`config.mk`:
```
export PLATFORM = sky130hd
export DESIGN_NAME = lzw_ctrl
export DESIGN_NICKNAME = d
export VERILOG_FILES = /design/src/rtl/lzw_pkg.sv /design/src/rtl/lzw_ctrl.sv
export SDC_FILE = /design/constraint.sdc
export NUM_CORES = 1
export LEC_CHECK = 0
export BUFFER_PORTS_ARGS = -buffer_cell sky130_fd_sc_hd__buf_2
export CORE_AREA = 10 10 47 49
export CTS_BUF_LIST = sky130_fd_sc_hd__clkbuf_2
export CTS_CLUSTER_DIAMETER = 60
export DETAILED_ROUTE_END_ITERATION = 7
export DIE_AREA = 0 0 57 59
export SLEW_MARGIN = 5
export SYNTH_ARGS = -nofsm -noshare
export SYNTH_HDL_FRONTEND = slang
export SYNTH_SLANG_ARGS = --single-unit
```
`constraint.sdc`:
```
create_clock -name clock -period 1.4 [get_ports clock]
set_input_delay 0.07 -clock clock [delete_from_list [all_inputs] [get_ports clock]]
set_output_delay 0.07 -clock clock [all_outputs]
set_load 0.02 [all_outputs]
```
`src/rtl/lzw_pkg.sv`:
```
`timescale 1ns / 1ps
package lzw_pkg;
   localparam int CODE_BITS  = 12;
   localparam int BYTE_BITS  = 8;
   localparam int KEY_BITS   = CODE_BITS + BYTE_BITS;
   localparam int DICT_DEPTH = 1 << CODE_BITS;
   localparam logic [CODE_BITS-1:0] STOP_CODE  = {CODE_BITS{1'b1}};
   localparam logic [CODE_BITS-1:0] FIRST_FREE = CODE_BITS'(256);
   localparam int RSP_BITS   = ((CODE_BITS + 7) / 8) * 8;

   // controller to datapath
   typedef struct packed {
      logic load_req;     // capture the incoming request
      logic set_first;    // byte opens a new prefix
      logic start_scan;   // point the scan at the first free code
      logic rd;           // read the entry at the scan address
      logic advance;      // step the scan address
      logic take_hit;     // prefix becomes the matching code
      logic do_miss;      // emit prefix, insert pair, restart prefix
      logic emit_prefix;  // emit the final prefix
      logic emit_stop;    // emit stop code and restart the dictionary
   } cmd_type;

   // datapath to controller
   typedef struct packed {
      logic prefix_valid;
      logic final_byte;
      logic scan_end;
      logic hit;
      logic out_free;
   } status_type;
endpackage

```
`src/rtl/lzw_ctrl.sv`:
```
`timescale 1ns / 1ps
module lzw_ctrl (
   input  logic                clock,
   input  logic                reset,
   input  logic                req_tvalid,
   output logic                req_tready,
   input  lzw_pkg::status_type stat,
   output lzw_pkg::cmd_type    cmd
);
   localparam logic [2:0] S_IDLE   = 3'd0;
   localparam logic [2:0] S_DECIDE = 3'd1;
   localparam logic [2:0] S_RD     = 3'd2;
   localparam logic [2:0] S_CMP    = 3'd3;
   localparam logic [2:0] S_MISS   = 3'd4;
   localparam logic [2:0] S_EPRE   = 3'd5;
   localparam logic [2:0] S_ESTOP  = 3'd6;

   logic [2:0] state_ff, state_in;

   always_ff @(posedge clock) begin
      if (reset) state_ff <= S_IDLE;
      else       state_ff <= state_in;
   end

   assign req_tready = (state_ff == S_IDLE);

   always_comb begin
      state_in = state_ff;
      cmd      = '0;
      unique case (state_ff)
         S_IDLE: begin
            if (req_tvalid) begin
               cmd.load_req = 1'b1;
               state_in     = S_DECIDE;
            end
         end
         S_DECIDE: begin
            if (!stat.prefix_valid) begin
               cmd.set_first = 1'b1;
               state_in      = stat.final_byte ? S_EPRE : S_IDLE;
            end else begin
               cmd.start_scan = 1'b1;
               state_in       = S_RD;
            end
         end
         S_RD: begin
            if (stat.scan_end) begin
               state_in = S_MISS;
            end else begin
               cmd.rd   = 1'b1;
               state_in = S_CMP;
            end
         end
         S_CMP: begin
            if (stat.hit) begin
               cmd.take_hit = 1'b1;
               state_in     = stat.final_byte ? S_EPRE : S_IDLE;
            end else begin
               cmd.advance = 1'b1;
               state_in    = S_RD;
            end
         end
         S_MISS: begin
            if (stat.out_free) begin
               cmd.do_miss = 1'b1;
               state_in    = stat.final_byte ? S_EPRE : S_IDLE;
            end
         end
         S_EPRE: begin
            if (stat.out_free) begin
               cmd.emit_prefix = 1'b1;
               state_in        = S_ESTOP;
            end
         end
         S_ESTOP: begin
            if (stat.out_free) begin
               cmd.emit_stop = 1'b1;
               state_in      = S_IDLE;
            end
         end
         default: state_in = S_IDLE;
      endcase
   end
endmodule

```
# After elaboration in Yosys (flattened, before gate mapping)
# Index checks and enable logic that the tools add are counted.
# totals
register_bits,3
inputBits,8
out_inout_bits,10
elab_cells,36
# classes
n_eq_ne,10
n_reduce_logical,2
n_mux,23
# ops
operator,n
$mux 3,8
$pmux 3 s7,1
$mux 1,12
$eq 3x3->1 const B,3
$ne 2x2->1 const B,4
$eq 3x2->1 const B,2
$mux 2,2
$reduce_and 4->1,1
$eq 3x1->1 const B,1
$logic_not 3->1,1

# Longest topological paths before layout
# logic_depth
word_depth,3
ltp_mapped,5
mapped_depth_nobuf,4

# Least setup slack after synthesis
# OpenSTA, ideal clock, no wires.
# synth_timing
path_kind,register to output
start,register state_ff[0]
end,output cmd[8] in the netlist's numbering
path_slack_ps,-13
required_time_ps,1330
path_stages_with_launch,4
arrival_ps,1343
cell_sequence,dfxtp_1 buf_6 nor3_1 and2_1
# synth_lines
item,line_no,source
from (decl),lzw_ctrl.sv:18,"logic [2:0] state_ff, state_in;"
from (signal assigned),lzw_ctrl.sv:22,else state_ff <= state_in;
to (decl),lzw_ctrl.sv:8,output lzw_pkg::cmd_type cmd

==> metrics <==
Slowest Stage Delay on Critical Path 380 ps; fin util 33.8%; FF+latch count, synth 3; Detail Route Antenna Nets 0; Top Registers state_ff (3); worst path cell trace nand2b_1, nor3b_1, buf_2; # rows 14; Die W 57 um; crit path capture type primary output; placed inst area 443 um2; Final Cycle Share 93.7%; area fraction of the dominant cell type after synthesis 17.8%; sequential share of the synthesized area 17.8%; worst-margin pin slew 340 ps; ranking of synthesized cells by area dfxtp_1 (18%), nand2b_1 (11%), nor3_1 (8.9%); max_cap viols 0; r2r setup slk 140 ps; Synth Instances 48; clk buf depth 2; RSZ-0062 raised after global routing true; Root Buffer clkbuf_2; Reg with most FFs state_ff; I/O pin total 18; final setup fails 0; status completed; Clock Skew 5.59 ps; Synth-to-Final Area Change 40.0%; Synth Warn # 0; WHS Path Cells 2; Avg Cell Area, Syn 7.04 um2; Reg clk slew, reported paths 40 ps; crit path kind flip-flop to primary output; Arrival @ worst endpoint 1240 ps; CTS Hold Bufs 0; post-CTS setup buffers 0; Routed WL per cell 11.8 um; Synth area leader dfxtp_1; Final Instance Area 473 um2; hold_ws 67.6 ps; vias per std cell 4.95; crit start category flip-flop; crit path time final 1310 ps; DRC 0; Pwr per Cell Area 885 nW/um2; final hold vios 0; Synth top cells by count nand2b_1 (6), nor2_1 (6), nor3_1 (6); hold_sp reset; syn nets 56; Total Die Area 3360 um2; Hold WC Path Type input port to flip-flop; Synth Cell Area 338 um2; largest net degree at the start of global routing 14; H-tree Lvls 1; reg-to-reg critical path startpoint state_ff[0]; initial antenna violation count 0; max_slew headroom 77.2%; overall routed net length 1.01 mm; ys async rst share 0%; ys flop type dfxtp_1; Post-synth EDFFs 0; worst-path fanout max 13; Pins Over Slew Limit 0; DP HPWL 854 um; Hold Path End state_ff[1]; clock latency at the later pin of the worst-skew pair 200 ps; 1st-iter DRT viols 13; Worst path slowest cell dfxtp_2; # port buffers 17; global-route wire length before repair 1.73 mm; Max VDD drop 456 uV; reg2reg end state_ff[1]; LEAKAGE 0.219 nW; vias in the first global route 437; CTS tree done; Worst Reg2Reg Path Length in Cells 5; gpl congestion 0.797; # nets final 78; CTS buffer count 3; drt pass-1 iters 4; max reg flops 3; DIE HEIGHT 59 um; Initial Utilization 24.1%; grt ovf 0; Yosys cell types 23; WP data required 1330 ps; layout cells sized above 1 42.0%; CTS Sinks 3; fmax 0.763 GHz; All-Layer GR Usage 5.96%; Core Region 1400 um2; n_diodes 0; Via Count 421
-- kinds of logic (layout without fill, tap and decap cells) --
| logic type | after synthesis | in the layout | synth area share [%] |
|---|---|---|---|
| AO/OA/AOI/OAI | 12 | 12 | 24.4 |
| buffers and inverters | 4 | 25 | 9.26 |
| AND/OR/NAND/NOR | 27 | 27 | 42.2 |
| flip-flops | 3 | 3 | 17.8 |
| multiplexers | 2 | 2 | 6.30 |
-- through the flow --
step | instances | total power (W) | setup WS [ps] | TNS [ps]
floorplan | 48 | 0.000244 | 137 | 0
global placement | 81 | 0.000297 | 161 | 0
detailed placement | 81 | 0.000300 | 135 | 0
CTS | 85 | 0.000421 | 11.9 | 0
global route | 85 | 0.000454 | -1.45 | -1.45
finish | 85 | 0.000419 | 88.6 | 0
-- worst max-delay path by stage --
stage                      from     endpoint  slack (ps)  depth (start not counted)
floorplan           state_ff[1]       cmd[6]         140                          3
global placement    state_ff[1]  state_ff[1]         160                          4
detailed placement  state_ff[0]  state_ff[1]         130                          5
CTS                 state_ff[1]       cmd[6]          10                          3
global route        state_ff[0]  state_ff[1]          -1                          5
finish              state_ff[1]       cmd[6]          90                          3
-- worst max-delay path, delay by kind of cell, from the launching register on --
family        cells  cell delay [ps]
simple gates      2              470
buf+inv           1              190
flops             1              380
-- repair_timing --
action	CTS	global route
endpoints found under the setup margin	0	7
endpoints found under the hold margin	0	0
gates resized for setup	0	3
-- metal layers --
metal / vias to the layer above / share of wire [%] / GRT usage (%)
li1: 216 / - / -
met1: 195 / 40 / 6.29
met2: 10 / 53 / 10.7
met3: 0 / 7.2 / 3.43
met4: 0 / 0 / 0
met5: - / 0 / 0
-- cells in the final DEF (no fill, tap or decap), types with 2 or more instances in the layout --
| master | instances |
|---|---|
| dfxtp_2 | 2 |
| a21oi_1 | 5 |
| buf_2 | 17 |
| nor2_1 | 6 |
| nor3b_1 | 2 |
| buf_4 | 3 |
| nand2_1 | 3 |
| nand2b_1 | 5 |
| nor3_1 | 5 |
| clkbuf_2 | 4 |
-- area by class of cell --
type	count	area (um2)
clock buffer	4	20.0
fill	178	928
inverter	1	3.75
multi-input combinational	41	259
sequential	3	62.6
tap	16	20.0
timing repair buffer	20	108
-- power by group --
group / switching (W) / internal, W
sequential: 0.0000195 / 0.0000955
clock: 0.0000419 / 0.0000754
combinational: 0.000100 / 0.0000862
total: 0.000162 / 0.000257
(Power assumes the default switching activity.)
